==> config.mk <==
export PLATFORM = sky130hd
export DESIGN_NAME = scba_front
export DESIGN_NICKNAME = d
export VERILOG_FILES = /design/src/hdl/scba_pkg.sv /design/src/hdl/scba_front.sv
export SDC_FILE = /design/constraint.sdc
export NUM_CORES = 1
export LEC_CHECK = 0
export BUFFER_PORTS_ARGS = -buffer_cell sky130_fd_sc_hd__buf_2
export CAP_MARGIN = 5
export CORE_AREA = 4 4 41 43
export DETAILED_ROUTE_END_ITERATION = 10
export DIE_AREA = 0 0 45 47
export PLACE_DENSITY = 0.75
export SETUP_SLACK_MARGIN = 0.1
export SLEW_MARGIN = 20
export SYNTH_ARGS = -nofsm -noshare
export SYNTH_HDL_FRONTEND = slang
export SYNTH_SLANG_ARGS = --single-unit
==> constraint.sdc <==
create_clock -name vclk -period 1.1
set_input_delay 0.11 -clock vclk [all_inputs]
set_output_delay 0.11 -clock vclk [all_outputs]
set_load 0.1 [all_outputs]
==> src/hdl/scba_pkg.sv <==
`timescale 1ns / 1ps
// ----------------------------------------------------------------------------
// Size-class block allocator package
// Shared widths, operation and status codes, and the command word that the
// front end hands to the back end through the queue.
// ----------------------------------------------------------------------------
package scba_pkg;

    localparam int unsigned HANDLE_W     = 10;
    localparam int unsigned HANDLE_SPACE = 1 << HANDLE_W;
    localparam int unsigned CLASS_MAX    = 8;
    localparam int unsigned CLASS_W      = 3;
    localparam int unsigned CLS_W        = 11;
    localparam int unsigned REQ_W        = 20;
    localparam int unsigned STATUS_W     = 3;
    localparam int unsigned LINK_W       = HANDLE_W + 1;
    localparam int unsigned QUEUE_DEPTH  = 2;

    typedef enum logic [1:0] {
        OP_ALLOC,
        OP_FREE,
        OP_TOO_LARGE,
        OP_NOT_POOL
    } op_t;

    typedef enum logic [STATUS_W-1:0] {
        ST_GRANTED   = 3'd0,
        ST_TOO_LARGE = 3'd1,
        ST_EMPTY     = 3'd2,
        ST_FREED     = 3'd3,
        ST_NOT_POOL  = 3'd4
    } status_t;

    typedef struct packed {
        op_t                 op;
        logic [CLASS_W-1:0]  cls;
        logic [HANDLE_W-1:0] handle;
        logic [CLS_W-1:0]    bytes;
    } cmd_t;

endpackage

==> src/hdl/scba_front.sv <==
`timescale 1ns / 1ps
// ----------------------------------------------------------------------------
// Request front end
// Accepts request transactions and classifies them: size class of an
// allocation, owning class of a freed handle, and the rounded block size.
// ----------------------------------------------------------------------------
module scba_front
    import scba_pkg::*;
#(
    parameter int unsigned                       CLASS_COUNT    = 8,
    parameter int unsigned                       SMALLEST_BLOCK = 8,
    parameter logic [CLASS_MAX*CLS_W-1:0]        CLS_BASE       = '0,
    parameter logic [CLASS_MAX*CLS_W-1:0]        CLS_BLOCKS     = '0
) (
    input  logic                s_valid,
    output logic                s_ready,
    input  logic                s_func,
    input  logic [REQ_W-1:0]    s_request_bytes,
    input  logic [HANDLE_W-1:0] s_block_handle,
    input  logic                init_done,
    output logic                push_valid,
    input  logic                push_ready,
    output cmd_t                push_data
);

    logic               alloc_found, free_found;
    logic [CLASS_W-1:0] alloc_cls, free_cls, sel_cls;
    logic [31:0]        sel_bytes;
    logic [CLS_W-1:0]   base;
    logic [CLS_W-1:0]   blocks;

    assign s_ready    = init_done && push_ready;
    assign push_valid = s_valid && init_done;

    always_comb begin
        alloc_found = 1'b0;
        alloc_cls   = '0;
        free_found  = 1'b0;
        free_cls    = '0;
        base        = '0;
        blocks      = '0;
        for (int c = CLASS_MAX - 1; c >= 0; c--) begin
            if ((c < CLASS_COUNT) &&
                ({12'd0, s_request_bytes} < (32'(SMALLEST_BLOCK) << c))) begin
                alloc_found = 1'b1;
                alloc_cls   = CLASS_W'(c);
            end
        end
        for (int c = CLASS_MAX - 1; c >= 0; c--) begin
            base   = CLS_BASE[c*CLS_W +: CLS_W];
            blocks = CLS_BLOCKS[c*CLS_W +: CLS_W];
            if (({1'b0, s_block_handle} >= base) &&
                ({2'b0, s_block_handle} < ({1'b0, base} + {1'b0, blocks}))) begin
                free_found = 1'b1;
                free_cls   = CLASS_W'(c);
            end
        end
    end

    always_comb begin
        sel_cls   = s_func ? free_cls : alloc_cls;
        sel_bytes = 32'(SMALLEST_BLOCK) << sel_cls;
        push_data.handle = s_block_handle;
        push_data.cls    = sel_cls;
        push_data.bytes  = sel_bytes[CLS_W-1:0];
        if (!s_func) begin
            push_data.op = alloc_found ? OP_ALLOC : OP_TOO_LARGE;
        end else begin
            push_data.op = free_found ? OP_FREE : OP_NOT_POOL;
        end
    end

endmodule

### Yosys cells after proc, flatten, opt, wreduce, memory -nomap -nowiden

Cells that the tools add are included.

| operators by class | value |
|---|---|
| $lt $le $gt $ge | 8 |
| shifts and indexed selects | 1 |
| muxes and demuxes | 19 |
| reduce and logical (&&, ||, !) cells | 2 |

Operators with widths:

| kind | count |
|---|---|
| $mux W3 | 9 |
| $lt A20 B10 Y1 const B | 1 |
| $lt A20 B11 Y1 const B | 1 |
| $lt A20 B4 Y1 const B | 1 |
| $lt A20 B5 Y1 const B | 1 |
| $lt A20 B6 Y1 const B | 1 |
| $lt A20 B7 Y1 const B | 1 |
| $lt A20 B8 Y1 const B | 1 |
| $lt A20 B9 Y1 const B | 1 |
| $shl A4 B3 Y11 const A | 1 |
| $mux W1 | 8 |
| $mux W2 | 2 |
| $logic_and A1 B1 Y1 | 2 |

| word-level totals | value |
|---|---|
| register bits after elaboration | 0 |
| bits of input ports | 34 |
| output and inout bits | 28 |
| word-level logic and storage cells | 30 |

### Depth between registers and ports, before layout

Gate-level depths: netlist of the first run.

| logic depth | value |
|---|---|
| word-level depth | 11 |
| depth in mapped cells | 3 |
| mapped depth without buffers | 3 |

### Least setup slack after synthesis of the first run

No wires, ideal clock.

| timing path | value |
|---|---|
| kind | input -> output |
| start | input s_request_bytes[15] |
| end | output push_data[8] (netlist bit) |
| arrival time | 4038 ps |
| data required time | 990 ps |
| slack | -3048 ps |
| stages | 3 |
| buffers on the path | 0 |
| cell sequence | nor4_2 nand3_2 nor4_1 |

RTL lines:

| element | line | source |
|---|---|---|
| start: declaration | scba_front.sv:18 | `input logic [REQ_W-1:0] s_request_bytes,` |
| end: declaration | scba_front.sv:23 | `output cmd_t push_data` |

==> summary.md, run 1 <==
| Metric | Value |
|---|---|
| Peak VDD IR | `0.204 mV` |
| Global Route met1 Usage | `16.0%` |
| Core region area | `0.00130 mm²` |
| Start point of the critical path | `s_func` |
| Final net count | `123` |
| FF+latch count | `0` |
| Number of global-route vias before repair | `580` |
| Number of buffers added on ports | `36` |
| Tot GR Track Use | `16.9%` |
| Kind of critical path | `in -> out` |
| Ys Warns | `0` |
| Setup TNS | `-3690 ps` |
| Endpoint kind of the worst setup timing path | `output pin` |
| Pin count of the biggest net entering global routing | `6` |
| HPWL after detailed placement | `1.36 mm` |
| Die H | `47 µm` |
| Result of the run | `finished with violations` |
| Unrepaired setup endpoints after global routing | `true` |
| X dimension of the die | `45 µm` |
| Critical path's largest stage delay | `about 290 ps` |
| Ordered list of cells on the worst path | `buf_8 > nor4_4 > buf_4 > nand3_4 > buf_6 > nor3b_4 > buf_12` |
| DRC viols | `0` |
| Wire length of the first global-routing pass | `roughly 2.6 mm` |
| Cts-stage hold buffer count | `0` |
| Max FO, Critical Path | `5` |
| Count of maximum capacitance violations | `0` |
| Power density relative to cell area | `303 mW/mm²` |
| Cell type with the largest total area after synthesis | `buf_4` |
| Number of endpoints with negative hold slack in the final report | `0` |
| WL per Instance | `16.2 µm` |
| Library cell contributing the largest single delay on the critical path | `nor4_4` |
| Number of top-level pins | `62` |
| Sequential cell area | `0 µm²` |
| Overflow left after global routing | `0` |
| Type of the worst min-delay path | `in -> out` |
| Initial antenna violation count | `0` |
| Proportion of layout cells with a drive suffix above 1 | `about 83%` |
| Die area | `0.00212 mm²` |
| Worst Path Buf+Inv | `4` |
| Starting density of the core | `23.1%` |
| Post-route worst setup slack | `-378 ps` |
| Global Route met3 Usage | `1.53%` |
| Total wire length after detailed routing | `1.65 mm` |
| Top area cells in the synthesized netlist | `buf_4 (35%), nor4_2 (13%), nor2_1 (6.3%)` |
| Final-layout worst hold slack | `220 ps` |
| Total leakage power | `0.396 nW` |
| Sequential fraction of the synthesis area | `0%` |
| Count of clock-net buffers in the final layout | `0` |
| Worst setup SP type | `primary input` |
| Most frequently used cell type in the post-synthesis netlist | `buf_4` |
| Violated checks | `negative setup slack` |
| Via density per instance | `5.00` |
| Via count | `510` |
| Global route hottest layer | `met2` |
| Share of Yosys cell area claimed by the top area cell type | `35.0%` |
| Detailed router's first-iteration violation count | `7` |
| Family with the most delay on the worst path | `buffers and inverters` |
| Top cells by count, synth | `buf_4 (14), nor2_1 (5), nor3_1 (3), nor4_1 (3), nor4_2 (3)` |
| Endpoints failing setup | `12` |
| Required time reported for the critical path endpoint | `slightly below 1000 ps` |
| First-pass detailed-route iteration total | `4` |
| Arrival time reported for the critical path endpoint | `roughly 1400 ps` |
| Number of unique standard cell types used by synthesis | `19` |
| Syn-to-layout area delta | `212%` |
| Area of the mapped netlist | `~300 µm²` |
| Count of mapped cells out of synthesis | `45` |
| Number of pins exceeding their max-slew limit in the final report | `0` |
| Met2 layer usage reported by global route | `between 30% and 40%` |
| Minimum clock period | `1480 ps` |
| Post-route ant nets | `0` |
| Start point of the worst min-delay path | `s_block_handle[2]` |
| Average cell area after synthesis | `6.67 µm²` |
| Maximum operating frequency | `0.677 GHz` |
| Final estimated routing congestion in global placement | `~0.7` |
| Number of rows created at floorplan | `13` |
| Crit share post-route | `134%` |
| Count of antenna diodes in the layout | `0` |
[final timing paths]
| path | endpoint | cells past startpoint |
|---|---|---|
| hold / removal | push_data[13] | 0 |
| setup / recovery | push_data[9] | 7 |
[metrics by stage]
| stage | setup slack, ps | instances | total power (W) | utilization, % | area [µm²] |
|---|---|---|---|---|---|
| final | -378 | 102 | 0.000284 | 72.0 | 937 |
| after global routing | -424 | 102 | 0.000297 | 72.0 | 937 |
| after CTS | -342 | 101 | 0.000282 | 70.5 | 917 |
| after detailed placement | -487 | 100 | 0.000264 | 64.2 | 836 |
| after global placement | -397 | 100 | 0.000253 | 64.2 | 836 |
| after floorplan | -1100 | 47 | 0.000315 | - | 442 |
[timing repair]
item                                    CTS  global route
buffers inserted                          1             1
gates resized for setup                  18             3
pin swaps                                 7             3
endpoints found under the setup margin   12            12
[cell families (layout without fill, tap and decap cells)]
group | Yosys count | count (layout) | synth area share (%)
buffers and inverters | 16 | 56 | 37.5
and+or+nand+nor | 22 | 22 | 47.5
other | 1 | 3 | 1.25
AOI/OAI and AO/OA | 6 | 6 | 13.8
[placed cells by master (no fill, tap or decap)]
master / n
inv_1: 2
conb_1: 3
a221o_2: 1
nor3_2: 1
nor3_4: 2
and2_1: 2
buf_2: 18
buf_12: 13
or3_1: 1
nor2_2: 1
nor3b_4: 1
buf_6: 4
buf_8: 2
buf_4: 17
nor2_1: 3
a221oi_1: 1
a21oi_4: 2
o21ai_0: 1
nor4_4: 6
nand3_4: 1
nor2_4: 1
o21bai_2: 1
nand2b_4: 1
nand2_1: 1
nand4_1: 1
[where the power goes]
group | switching, W | internal, W
Sequential | 0 | 0
Combinational | 0.000180 | 0.000104
Clock | 0 | 0
[layout make-up]
class,count,area [µm²]
well taps,15,18.8
multi-input cells,31,358
inverters,2,7.51
fillers,92,364
repair buffers,54,553
[per-layer routing]
metal,vias to the layer above,part of all wire (%)
met3,8,8.5
met2,30,58
met4,0,5.3
met5,-,0
li1,230,-
met1,242,29
(Power assumes the default switching activity.)
==> run 2, diff against run 1 <==
--- a/config.mk
+++ b/config.mk
@@ -11,6 +11,7 @@
 export DETAILED_ROUTE_END_ITERATION = 10
 export DIE_AREA = 0 0 45 47
 export PLACE_DENSITY = 0.75
+export RECOVER_POWER = 25
 export SETUP_SLACK_MARGIN = 0.1
 export SLEW_MARGIN = 20
 export SYNTH_ARGS = -nofsm -noshare
==> constraint.sdc (replaced) <==
create_clock -name vclk -period 1.6
set_input_delay 0.16 -clock vclk [all_inputs]
set_output_delay 0.16 -clock vclk [all_outputs]
set_load 0.1 [all_outputs]
==> summary.md, run 2 (synthesis results as in run 1) <==
| Metric | Value |
|---|---|
| Final net count | `117` |
| Proportion of layout cells with a drive suffix above 1 | `about 83%` |
| Arrival time reported for the critical path endpoint | `around 1400 ps` |
| Number of endpoints with negative hold slack in the final report | `0` |
| Most common cell after layout, fill and taps aside | `buf_2` |
| Kind of critical path | `in -> out` |
| Ordered list of cells on the worst path | `buf_8 > nor4_4 > buf_4 > nand3_4 > buf_6 > nor3b_4 > buf_12` |
| Starting density of the core | `between 20% and 30%` |
| Peak VDD IR | `0.110 mV` |
| Number of rows created at floorplan | `13` |
| X dimension of the die | `45 µm` |
| Setup TNS | `0 ps` |
| Unrepaired setup endpoints after global routing | `true` |
| Number of buffers added on ports | `36` |
| Power density relative to cell area | `201 mW/mm²` |
| Sequential cell area | `0 µm²` |
| Count of placed standard cells in the final layout, fillers left out | `96` |
| Tot GR Track Use | `around 14%` |
| Post-route worst setup slack | `27.6 ps` |
| FF+latch count | `0` |
| Minimum clock period | `roughly 1600 ps` |
| Endpoint kind of the worst setup timing path | `output pin` |
| Number of pins exceeding their max-slew limit in the final report | `0` |
| Initial antenna violation count | `0` |
| Overflow left after global routing | `0` |
| Syn-to-layout area delta | `198%` |
| Post-Route Utilization | `68.8%` |
| Number of top-level pins | `62` |
| Core region area | `approximately 0.0013 mm²` |
| Final estimated routing congestion in global placement | `between 0.6 and 0.7` |
| Max FO, Critical Path | `5` |
| Endpoints failing setup | `0` |
| Pre-CTS setup slack | `-68.3 ps` |
| Number of global-route vias before repair | `approximately 500` |
| Wire length of the first global-routing pass | `2.17 mm` |
| Result of the run | `complete, no violations` |
| Most frequent cells in the layout | `buf_2 (17), buf_12 (10), buf_6 (9), buf_4 (9), nor4_4 (6)` |
| Die H | `~47 µm` |
| Required time reported for the critical path endpoint | `roughly 1400 ps` |
| Via count | `450` |
| Count of maximum capacitance violations | `0` |
| Type of the worst min-delay path | `in -> out` |
| Total leakage power | `0.366 nW` |
| Footprint of the multi-input gates | `369 µm²` |
| Count of clock-net buffers in the final layout | `0` |
| Fillers | `99` |
| Pin count of the biggest net entering global routing | `6` |
| Count of antenna diodes in the layout | `0` |
| WL per Instance | `16.3 µm` |
| Die area | `0.00212 mm²` |
| Crit share post-route | `98.3%` |
| Detailed router's first-iteration violation count | `2` |
| Cts-stage hold buffer count | `0` |
| Post-route ant nets | `0` |
| DRC viols | `0` |
| HPWL after detailed placement | `1.18 mm` |
| First-pass detailed-route iteration total | `2` |
| DP Cell Count | `95` |
| Via density per instance | `4.69` |
| Total wire length after detailed routing | `1.57 mm` |
| Worst setup SP type | `primary input` |
| Library cell contributing the largest single delay on the critical path | `nor4_4` |
| Maximum operating frequency | `around 0.64 GHz` |
| Critical path's largest stage delay | `roughly 300 ps` |
-- run 2: cell types whose count changed in the layout (fill, tap and decap cells not counted), sizes merged --
cell / change
buf: -6
-- run 2: path summary, 6_finish.rpt --
| path | startpoint | end | slack (ps) | cells past startpoint |
|---|---|---|---|---|
| max | s_request_bytes[15] | push_data[9] | 30 | 7 |
| min | s_block_handle[2] | push_data[13] | 320 | 0 |
-- run 2: final cells by class --
cell class / count / share of cell area [%]
inverter: 2 / 0.839
multi-input combinational: 31 / 41.3
tap: 15 / 2.10
timing repair buffer: 48 / 55.8
-- run 2: layer usage --
layer,vias up,part of all wire (%),GRT usage [%]
met4,0,1.7,4.68
met2,24,56,27.7
met1,204,35,15.6
met5,-,0,0
met3,2,6.5,0.766
li1,220,-,-
-- run 2: through the flow --
stage / hold WS (ps) / power, W / instance area [µm²]
6_report: 320 / 0.000180 / 895
3_3_place_gp: 321 / 0.000152 / 768
3_5_place_dp: 321 / 0.000157 / 768
2_1_floorplan: 418 / 0.000217 / 442
5_1_grt: 320 / 0.000189 / 895
4_1_cts: 321 / 0.000165 / 812
-- run 2: worst max-delay path: cells and delay by family --
kind                   cells  cell delay (ps)
buffers and inverters      4              630
AND/OR/NAND/NOR            3              620
-- run 2: repair_timing --
| action | CTS | global route |
|---|---|---|
| gates resized for setup | 11 | 18 |
| pin swaps | 7 | 9 |
| endpoints found under the setup margin | 9 | 12 |
| setup buffers | 0 | 1 |
-- run 2: power by group --
part / internal, W / switching, W / total, W
Clock: 0 / 0 / 0
Combinational: 0.0000599 / 0.000120 / 0.000180
Sequential: 0 / 0 / 0
