[config.mk]
export PLATFORM = sky130hd
export DESIGN_NAME = scba_queue
export DESIGN_NICKNAME = d
export VERILOG_FILES = /design/src/hdl/scba_pkg.sv /design/src/hdl/scba_queue.sv
export SDC_FILE = /design/constraint.sdc
export NUM_CORES = 1
export LEC_CHECK = 0
export BUFFER_PORTS_ARGS = -buffer_cell sky130_fd_sc_hd__buf_2
export CORE_MARGIN = 2
export CORE_UTILIZATION = 25
export DETAILED_ROUTE_END_ITERATION = 12
export PLACE_DENSITY = 0.56
export RECOVER_POWER = 50
export SETUP_SLACK_MARGIN = 0.5
export SLEW_MARGIN = 15
export SYNTH_ARGS = -nofsm -noshare
export SYNTH_HDL_FRONTEND = slang
export SYNTH_SLANG_ARGS = --single-unit
[constraint.sdc]
create_clock -name aclk -period 1.9 [get_ports aclk]
set_clock_uncertainty 0.1 [all_clocks]
set_input_delay 0.19 -clock aclk [delete_from_list [all_inputs] [get_ports aclk]]
set_output_delay 0.19 -clock aclk [all_outputs]
set_load 0.02 [all_outputs]
[src/hdl/scba_pkg.sv]
`timescale 1ns / 1ps
// ----------------------------------------------------------------------------
// Size-class block allocator package
// Shared widths, operation and status codes, and the command word that the
// front end hands to the back end through the queue.
// ----------------------------------------------------------------------------
package scba_pkg;

    localparam int unsigned HANDLE_W     = 10;
    localparam int unsigned HANDLE_SPACE = 1 << HANDLE_W;
    localparam int unsigned CLASS_MAX    = 8;
    localparam int unsigned CLASS_W      = 3;
    localparam int unsigned CLS_W        = 11;
    localparam int unsigned REQ_W        = 20;
    localparam int unsigned STATUS_W     = 3;
    localparam int unsigned LINK_W       = HANDLE_W + 1;
    localparam int unsigned QUEUE_DEPTH  = 2;

    typedef enum logic [1:0] {
        OP_ALLOC,
        OP_FREE,
        OP_TOO_LARGE,
        OP_NOT_POOL
    } op_t;

    typedef enum logic [STATUS_W-1:0] {
        ST_GRANTED   = 3'd0,
        ST_TOO_LARGE = 3'd1,
        ST_EMPTY     = 3'd2,
        ST_FREED     = 3'd3,
        ST_NOT_POOL  = 3'd4
    } status_t;

    typedef struct packed {
        op_t                 op;
        logic [CLASS_W-1:0]  cls;
        logic [HANDLE_W-1:0] handle;
        logic [CLS_W-1:0]    bytes;
    } cmd_t;

endpackage

[src/hdl/scba_queue.sv]
`timescale 1ns / 1ps
// ----------------------------------------------------------------------------
// Command queue
// Short register FIFO between the classifying front end and the back end.
// ----------------------------------------------------------------------------
module scba_queue
    import scba_pkg::*;
(
    input  logic aclk,
    input  logic aresetn,
    input  logic push_valid,
    output logic push_ready,
    input  cmd_t push_data,
    output logic pop_valid,
    input  logic pop_ready,
    output cmd_t pop_data
);

    localparam int unsigned PTR_W = (QUEUE_DEPTH > 1) ? $clog2(QUEUE_DEPTH) : 1;
    localparam int unsigned CNT_W = $clog2(QUEUE_DEPTH + 1);
    localparam logic [PTR_W-1:0] LAST_PTR = PTR_W'(QUEUE_DEPTH - 1);

    cmd_t             entry_reg [QUEUE_DEPTH];
    logic [PTR_W-1:0] wr_ptr_reg, wr_ptr_next;
    logic [PTR_W-1:0] rd_ptr_reg, rd_ptr_next;
    logic [CNT_W-1:0] cnt_reg, cnt_next;
    logic             do_push, do_pop;

    assign push_ready = (cnt_reg != CNT_W'(QUEUE_DEPTH));
    assign pop_valid  = (cnt_reg != '0);
    assign pop_data   = entry_reg[rd_ptr_reg];
    assign do_push    = push_valid && push_ready;
    assign do_pop     = pop_valid && pop_ready;

    always_comb begin
        wr_ptr_next = wr_ptr_reg;
        rd_ptr_next = rd_ptr_reg;
        cnt_next    = cnt_reg;
        if (do_push) begin
            wr_ptr_next = (wr_ptr_reg == LAST_PTR) ? '0 : wr_ptr_reg + 1'b1;
        end
        if (do_pop) begin
            rd_ptr_next = (rd_ptr_reg == LAST_PTR) ? '0 : rd_ptr_reg + 1'b1;
        end
        if (do_push && !do_pop) begin
            cnt_next = cnt_reg + 1'b1;
        end else if (do_pop && !do_push) begin
            cnt_next = cnt_reg - 1'b1;
        end
    end

    always_ff @(posedge aclk) begin
        if (!aresetn) begin
            wr_ptr_reg <= '0;
            rd_ptr_reg <= '0;
            cnt_reg    <= '0;
        end else begin
            wr_ptr_reg <= wr_ptr_next;
            rd_ptr_reg <= rd_ptr_next;
            cnt_reg    <= cnt_next;
        end
    end

    always_ff @(posedge aclk) begin
        if (do_push) begin
            entry_reg[wr_ptr_reg] <= push_data;
        end
    end

endmodule

# Yosys cells after proc, flatten, opt, wreduce, memory -nomap -nowiden
# Memories as Yosys holds them, arrays and structs flattened. A register that Yosys moved wholly into a read port is not among the register bits.
# Index checks and enable logic that the tools add are counted.
dict set report classes {
  add_sub_neg 4
  mux 8
  n_eq_ne 1
  reduce_logical 8
}
# op count
set ops {}
lappend ops {{$mux 1} 6}
lappend ops {{$logic_and 1x1->1} 4}
lappend ops {{$mux 2} 2}
lappend ops {{$reduce_bool 2->1} 2}
lappend ops {{$add 1x1->1 const B} 2}
lappend ops {{$add 2x1->2 const B} 1}
lappend ops {{$logic_not 1->1} 2}
lappend ops {{$ne 2x2->1 const B} 1}
lappend ops {{$sub 2x1->2 const B} 1}
dict set report word_totals {
  elab_cells 25
  n_memories 1
  inputBits 30
  ram_bits 52
  out_inout_bits 28
  reg_bits 4
}
# name words word_bits read_ports rd_clocked_by_memory_dff wr line
set mem_list {}
lappend mem_list {entry_reg 2 26 1 1 1 scba_queue.sv:23} ;# cmd_t entry_reg [QUEUE_DEPTH];

# Logic depth before layout (Yosys ltp)
# Gate-level depths: netlist of the first run.
dict set report logic_depth {
  ltp_word 6
  ltp_mapped 6
  depth_no_buf 6
}

# Worst setup path before layout of the first run
# No wires, ideal clock.
dict set report synth_timing {
  path_kind {reg-to-reg}
  startpoint {register cnt_reg[0]}
  endpoint {memory entry_reg[1][0] (netlist bit) (enable)}
  stages_incl_launch_ff 3
  setup_slack_ns 0.114
  path_buffers 0
  period_less_slack_ns 1.786
  setup_time_ns 0.385
  arrival_ns 1.301
  t_required_ns 1.415
  cell_sequence {dfxtp_1 -> nand2b_4 -> and3_1}
}
dict set report synth_between {
  elab_chain_len 4
}
# element line
set synth_rtl {}
lappend synth_rtl {{start, declared} scba_queue.sv:26} ;# logic [CNT_W-1:0] cnt_reg, cnt_next;
lappend synth_rtl {{start signal, assigned} scba_queue.sv:60} ;# cnt_reg <= cnt_next;
lappend synth_rtl {{$ne 2x2->1} scba_queue.sv:29} ;# assign push_ready = (cnt_reg != CNT_W'(QUEUE_DEPTH));
lappend synth_rtl {{named net push_ready} scba_queue.sv:12} ;# output logic push_ready,
lappend synth_rtl {{$logic_and 1x1->1} scba_queue.sv:32} ;# assign do_push = push_valid && push_ready;
lappend synth_rtl {{$mux 1} scba_queue.sv:65} ;# if (do_push) begin
lappend synth_rtl {{$mux 1 (implied by the code)} scba_queue.sv:66} ;# entry_reg[wr_ptr_reg] <= push_data;
lappend synth_rtl {{end, declared} scba_queue.sv:23}
# The timed path passes the listed nets, and every way through them passes these cells.

# Final worst setup path of the first run
dict set report layout_timing {
  startpoint {register cnt_reg[0]}
  endpoint {memory entry_reg[1][24] (netlist bit) (enable)}
}
dict set report layout_between {
  elab_chain_len 4
}
# element line
set layout_rtl {}
lappend layout_rtl {{$ne 2x2->1} scba_queue.sv:29}
lappend layout_rtl {{$logic_and 1x1->1} scba_queue.sv:32}
lappend layout_rtl {{$mux 1} scba_queue.sv:65}
lappend layout_rtl {{$mux 1 (implied by the code)} scba_queue.sv:66}
# No other way between the ends.

==> results of run 1 <==
## power breakdown
part | switching, mW | internal, mW
Combinational | 0.717 | 0.873
Clock | 0.432 | 0.590
Sequential | 0.0766 | 1.58
## area by class of cell
class	count	area [µm²]
Fill cell	794	4900
Sequential cell	57	1670
Timing Repair Buffer	98	843
Multi-Input combinational cell	44	489
Clock buffer	11	131
Tap cell	105	131
Clock inverter	5	46.3
Inverter	1	7.51
## stage by stage
| step | std cells | worst slack (ps) |
|---|---|---|
| 2_1_floorplan | 105 | 401 |
| 3_3_place_gp | 269 | 354 |
| 3_5_place_dp | 269 | 298 |
| 4_1_cts | 318 | 204 |
| 5_1_grt | 321 | 128 |
| 6_report | 321 | 242 |
## metal layers
layer	wire length [µm]	up-vias	part of all wire, %
met4	97	0	2.2
met1	1940	629	43
li1	-	621	-
met5	0	-	0
met3	241	10	5.4
met2	2180	41	49
## worst paths after layout
check / start / endpoint / cells past startpoint
max: cnt_reg[0] / entry_reg[1][24] / 4
min: aresetn / rd_ptr_reg / 2
max reg2reg: cnt_reg[0] / entry_reg[1][24] / 4
min reg2reg: cnt_reg[1] / cnt_reg[1] / 2
## synthesized netlist by cell type
cell type | number | share of area [%]
edfxtp_1 | 52 | 74
mux2_2 | 26 | 14
dfxtp_1 | 5 | 4.7
and2_1 | 4 | 1.2
buf_2 | 3 | 0.71
xnor2_1 | 2 | 0.83
a21bo_2 | 1 | 0.47
a21boi_0 | 1 | 0.36
a21boi_1 | 1 | 0.36
and3_1 | 1 | 0.30
ha_1 | 1 | 0.59
inv_1 | 1 | 0.18
nand2b_4 | 1 | 0.65
nand3b_1 | 1 | 0.36
o21ai_0 | 1 | 0.24
o21ai_1 | 1 | 0.24
or2_2 | 1 | 0.30
or3_1 | 1 | 0.30
xor2_1 | 1 | 0.41
## logic make-up (layout without fill, tap and decap cells)
family,after synthesis,in the layout,synth area share [%]
and+or+nand+nor,9,9,3.08
muxes,26,26,13.9
AOI/OAI and AO/OA,5,5,1.66
buffers and inverters,4,115,0.888
xor gates and xnor gates,3,3,1.24
adders and majority gates,1,1,0.592
DFF,57,57,78.7
## worst register-to-register path: stages, from the launching register on
cell,delay [ps]
dfxtp_1,400
nand2b_2,150
clkbuf_1,190
and3_1,330
clkbuf_16,210
## what timing repair did
item	CTS	global route
gates cloned	0	3
buffers inserted	7	0
resized for setup	16	50
hold endpoints to repair	52	0
endpoints found under the setup margin	55	81
pin swaps	1	1
hold buffers	26	0
==> results.json, run 1 <==
{
  "status": "finished, final reports clean",
  "cp_data_required_time_ps": 1840,
  "ios": 58,
  "grt_pass1_wl_um": 6450,
  "die_y_um": 95.9,
  "clk_pin_slew_ps": 60,
  "drc": 0,
  "worst_slew_pin_slew_ps": 242,
  "worst-setup-path-type": "reg2reg",
  "cp.buffers_inverters": 2,
  "reg2reg_setup_slack_ps": 240,
  "wl_per_cell_um": 13.9,
  "syn_area_mm2": 0.00211,
  "arrival_ps": 1600,
  "vias": 1301,
  "endpoint_kind": "flop",
  "ant_nets": 0,
  "hold_class": "in2reg",
  "use_met2_pct": 15.0,
  "start_util_pct": 25.7,
  "htree_levels": 3,
  "synth_area_per_cell_um2": 20.1,
  "use_met1_pct": 11.7,
  "synth_cells": 105,
  "fin_tns_setup_ps": 0,
  "yosysUniqueCellTypes": 19,
  "dp_hpwl_um": 2640,
  "final_common_cell": "edfxtp_1",
  "power_density_mw_per_mm2": 1290,
  "grt_pass1_vias": 1343,
  "critPathMaxStageDelay_ps": 400,
  "grt_usage_pct": 9.86,
  "nets": 242,
  "clock_latency_ps": 320,
  "relSlewSlack_pct": 83.9,
  "synthesis.nets": 136,
  "min_period_over_period_pct": 87.3,
  "core_mm2": 0.00822,
  "cts_buffer_depth": 2,
  "drv_slew": 0,
  "crit_slowest_cell": "dfxtp_1",
  "total_power_mw": 4.27,
  "max-cap-violations": 0,
  "min_period_ps": 1660,
  "layout-drive-gt1-share_pct": 45.4,
  "portBuffers": 57,
  "cts.sinks": 57,
  "largest_register_ffs": 52,
  "rows": 33,
  "crit_chain": "nand2b_2, clkbuf_1, and3_1, clkbuf_16",
  "p_leak_nw": 1.23,
  "met3_usage_pct": 4.07,
  "wirelength_um": 4470,
  "whs_ps": 34.0,
  "cts_made_buffers": 9,
  "vias_per_cell": 4.05,
  "fmax_mhz": 603,
  "die_area_mm2": 0.00920,
  "grt_start_max_net_pins": 27,
  "fin_area_mm2": 0.00331,
  "setup_viol": 0,
  "num_antenna_cells": 0,
  "globalplace.congestion": 0.747,
  "synth_warnings": 0,
  "startpoint_type": "flop",
  "path_delay_family": "simple AND/OR/NAND/NOR gates",
  "seq_area_frac_synth_pct": 78.7,
  "synth_seq_cells": 57,
  "post_dp_cell_area_mm2": 0.00260,
  "grt_overflow": 0,
  "top_usage_layer": "met2",
  "cts_root_buf": "clkbuf_8",
  "tritoncts": "yes",
  "final_cell_mix": "edfxtp_1 (52), dlygate4sd3_1 (26), clkbuf_1 (22), buf_6 (22), buf_2 (20)",
  "finalHoldViolations": 0,
  "rsz0062_at_grt": "true",
  "worst_ir_drop_vdd_mv": 0.526,
  "grt_antenna_before_repair": 0,
  "firstDrtPassIters": 4,
  "drt-initial-drc-count": 30,
  "final_core_util_pct": 40.3,
  "path_max_fanout": 7,
  "die_w_um": 95.9,
  "areaGrowthSynthToFinish_pct": 56.9
}
Power figures use the tool's default switching activity.
==> run 2, diff against run 1 <==
ABC_AREA = 1   (was unset)
CORE_UTILIZATION = 40   (was 25)
PLACE_DENSITY = 0.75   (was 0.56)
==> run 2 against run 1 <==
Net effect:
- hold slack lost 9.0 ps
- combinational power fell by 9%
- clock power is essentially flat
- largest cell class unchanged
- cell count down 7.8%
==> results.json, run 2 <==
{
  "status": "finished, final reports clean",
  "cp-startpoint": "cnt_reg[0]",
  "yosysUniqueCellTypes": 15,
  "final_cell_mix": "edfxtp_1 (52), dlygate4sd3_1 (26), mux2_4 (23)",
  "clock_latency_ps": 320,
  "htree_levels": 3,
  "post-place-cells": 247,
  "rsz0062_at_grt": "true",
  "async_flop_share_pct": 0,
  "worst_slew_pin_slew_ps": 385,
  "cts_root_buf": "clkbuf_8",
  "worst_ir_drop_vdd_mv": 0.683,
  "fillers": 412,
  "grt_pass1_vias": 1252,
  "ios": 58,
  "min_period_over_period_pct": 88.3,
  "p_sw_mw": 1.20,
  "intPower_mw": 2.94,
  "ys.flop_type": "edfxtp_1",
  "p_clk_share_pct": 24.1,
  "use_met2_pct": 20.5,
  "pre_cts_ws_ps": 363,
  "arrival_ps": 1550,
  "post_dp_cell_area_mm2": 0.00263,
  "drt-initial-drc-count": 95,
  "dp_hpwl_um": 2200,
  "portBuffers": 57,
  "tritoncts": "yes",
  "synth_top_area_share_pct": 70.3,
  "drv_slew": 0,
  "grt_start_max_net_pins": 27,
  "areaGrowthSynthToFinish_pct": 46.6,
  "ant_nets": 0,
  "globalplace.congestion": 0.607,
  "syn_area_mm2": 0.00222,
  "seq_area_frac_synth_pct": 74.8,
  "synth_warnings": 0,
  "die_area_mm2": 0.00616,
  "use_met1_pct": 14.1,
  "fin_ws_ps": 222,
  "setup_viol": 0,
  "synthTopCellsByArea": "edfxtp_1 (70%), mux2_4 (14%), dfxtp_1 (4.5%)",
  "synth_top_cell_by_area": "edfxtp_1",
  "met3_usage_pct": 3.79,
  "cts.sinks": 57,
  "grt_pass1_wl_um": 5540,
  "grt_antenna_before_repair": 0,
  "final_cell_count_no_fill": 296,
  "vias_per_cell": 4.44,
  "finalHoldViolations": 0,
  "switching_share_pct": 29.0,
  "firstDrtPassIters": 4,
  "grt_overflow": 0,
  "top_usage_layer": "met2",
  "synth_seq_cells": 57,
  "cts_buffer_depth": 2,
  "ys_top_cells_by_count": "edfxtp_1 (52), mux2_4 (20), nand2_1 (9), inv_1 (8), nor2_1 (8)",
  "final_common_cell": "edfxtp_1",
  "clk_pin_slew_ps": 60,
  "synth_edf_count": 52,
  "wirelength_um": 3750,
  "cp_data_required_time_ps": 1770,
  "startpoint_type": "flop",
  "fin_tns_setup_ps": 0,
  "hold_class": "in2reg",
  "worst-setup-path-type": "reg2reg",
  "power_density_mw_per_mm2": 1270,
  "multi_input_area_um2": 532,
  "synthesis.nets": 149,
  "final-seq-area_mm2": 0.00167,
  "synth_area_per_cell_um2": 18.8,
  "die_w_um": 78.5,
  "die_y_um": 78.5,
  "hold_start": "aresetn",
  "core_mm2": 0.00544,
  "path_max_fanout": 26,
  "grt_usage_pct": 12.3,
  "rr_startpoint": "cnt_reg[0]",
  "rows": 27,
  "synth.most_common_cell": "edfxtp_1",
  "largest_register_ffs": 52,
  "wl_per_cell_um": 12.7,
  "vias": 1315,
  "relSlewSlack_pct": 74.3,
  "endpoint_kind": "flop",
  "comb_power_share_pct": 35.1,
  "p_leak_nw": 1.27,
  "fmax_mhz": 596,
  "start_util_pct": 40.8,
  "drc": 0,
  "min_period_ps": 1680,
  "max-cap-violations": 0,
  "p_seq_share_pct": 40.8,
  "layout-drive-gt1-share_pct": 42.0,
  "num_antenna_cells": 0,
  "cts_made_buffers": 9,
  "fin_area_mm2": 0.00326,
  "synth_cells": 118,
  "nets": 250
}
run 2: changes by cell type after synthesis, sizes merged, moves of 2 or more:
cell and delta:
a21boi -2, and2 -4, inv +7, nand2 +9, nor2 +8, xnor2 -2
run 2: layer usage:
| metal | wire length, µm | share of wire, % | up-vias |
|---|---|---|---|
| met5 | 0 | 0 | - |
| met4 | 59 | 1.6 | 0 |
| met3 | 210 | 5.6 | 7 |
| met2 | 1880 | 50 | 43 |
| met1 | 1600 | 43 | 622 |
| li1 | - | - | 643 |
run 2: cells by family (layout without fill, tap and decap cells):
logic type / count (synthesis) / after routing / synth area share [%]
compound gates: 4 / 4 / 1.01
fa+ha+maj: 1 / 1 / 0.563
buf+inv: 11 / 117 / 3.66
flops: 57 / 57 / 74.8
mux: 26 / 26 / 16.6
simple gates: 19 / 19 / 3.38
run 2: layout make-up:
cell class	count	share of cell area, %
Timing Repair Buffer	93	23.2
Inverter	8	1.08
Sequential cell	57	51.2
Clock inverter	6	1.50
Clock buffer	10	3.92
Multi-Input combinational cell	50	16.3
Tap cell	72	2.77
run 2: critical path, stage by stage, from the launching register on:
cell and delay, ps:
dfxtp_1 400, inv_4 70, nand2_4 60, nand2_1 180
nor2_4 140, clkbuf_4 380
run 2: stage by stage:
stage / power, mW / hold slack [ps] / util [%]
after floorplan: 2.54 / 189 / -
after global placement: 2.80 / 279 / 48.3
after detailed placement: 2.81 / 283 / 48.3
after CTS: 3.99 / 18.6 / 58.1
after global routing: 4.34 / 35.4 / 59.9
final: 4.14 / 25.0 / 59.9
run 2: power by group through the flow:
stage | registers (mW) | clock network (mW) | logic, mW
6_report | 1.69 | 0.996 | 1.45
5_1_grt | 1.71 | 1.07 | 1.55
4_1_cts | 1.68 | 1.03 | 1.28
3_5_place_dp | 1.71 | 0 | 1.10
3_3_place_gp | 1.70 | 0 | 1.09
2_1_floorplan | 1.67 | 0 | 0.868
run 2: final timing paths:
kind,endpoint,slack (ps),depth (start not counted)
worst max-delay path,entry_reg[1][11],220,5
worst min-delay path,cnt_reg[1],30,3
worst max register to register,entry_reg[1][11],220,5
worst min register to register,rd_ptr_reg,400,2
run 2: timing repair:
item | CTS | global route
pin swaps | 0 | 4
gates cloned | 1 | 1
setup buffers | 2 | 3
endpoints found under the hold margin | 52 | 0
endpoints found under the setup margin | 51 | 28
resized for setup | 15 | 34
hold buffers | 26 | 0
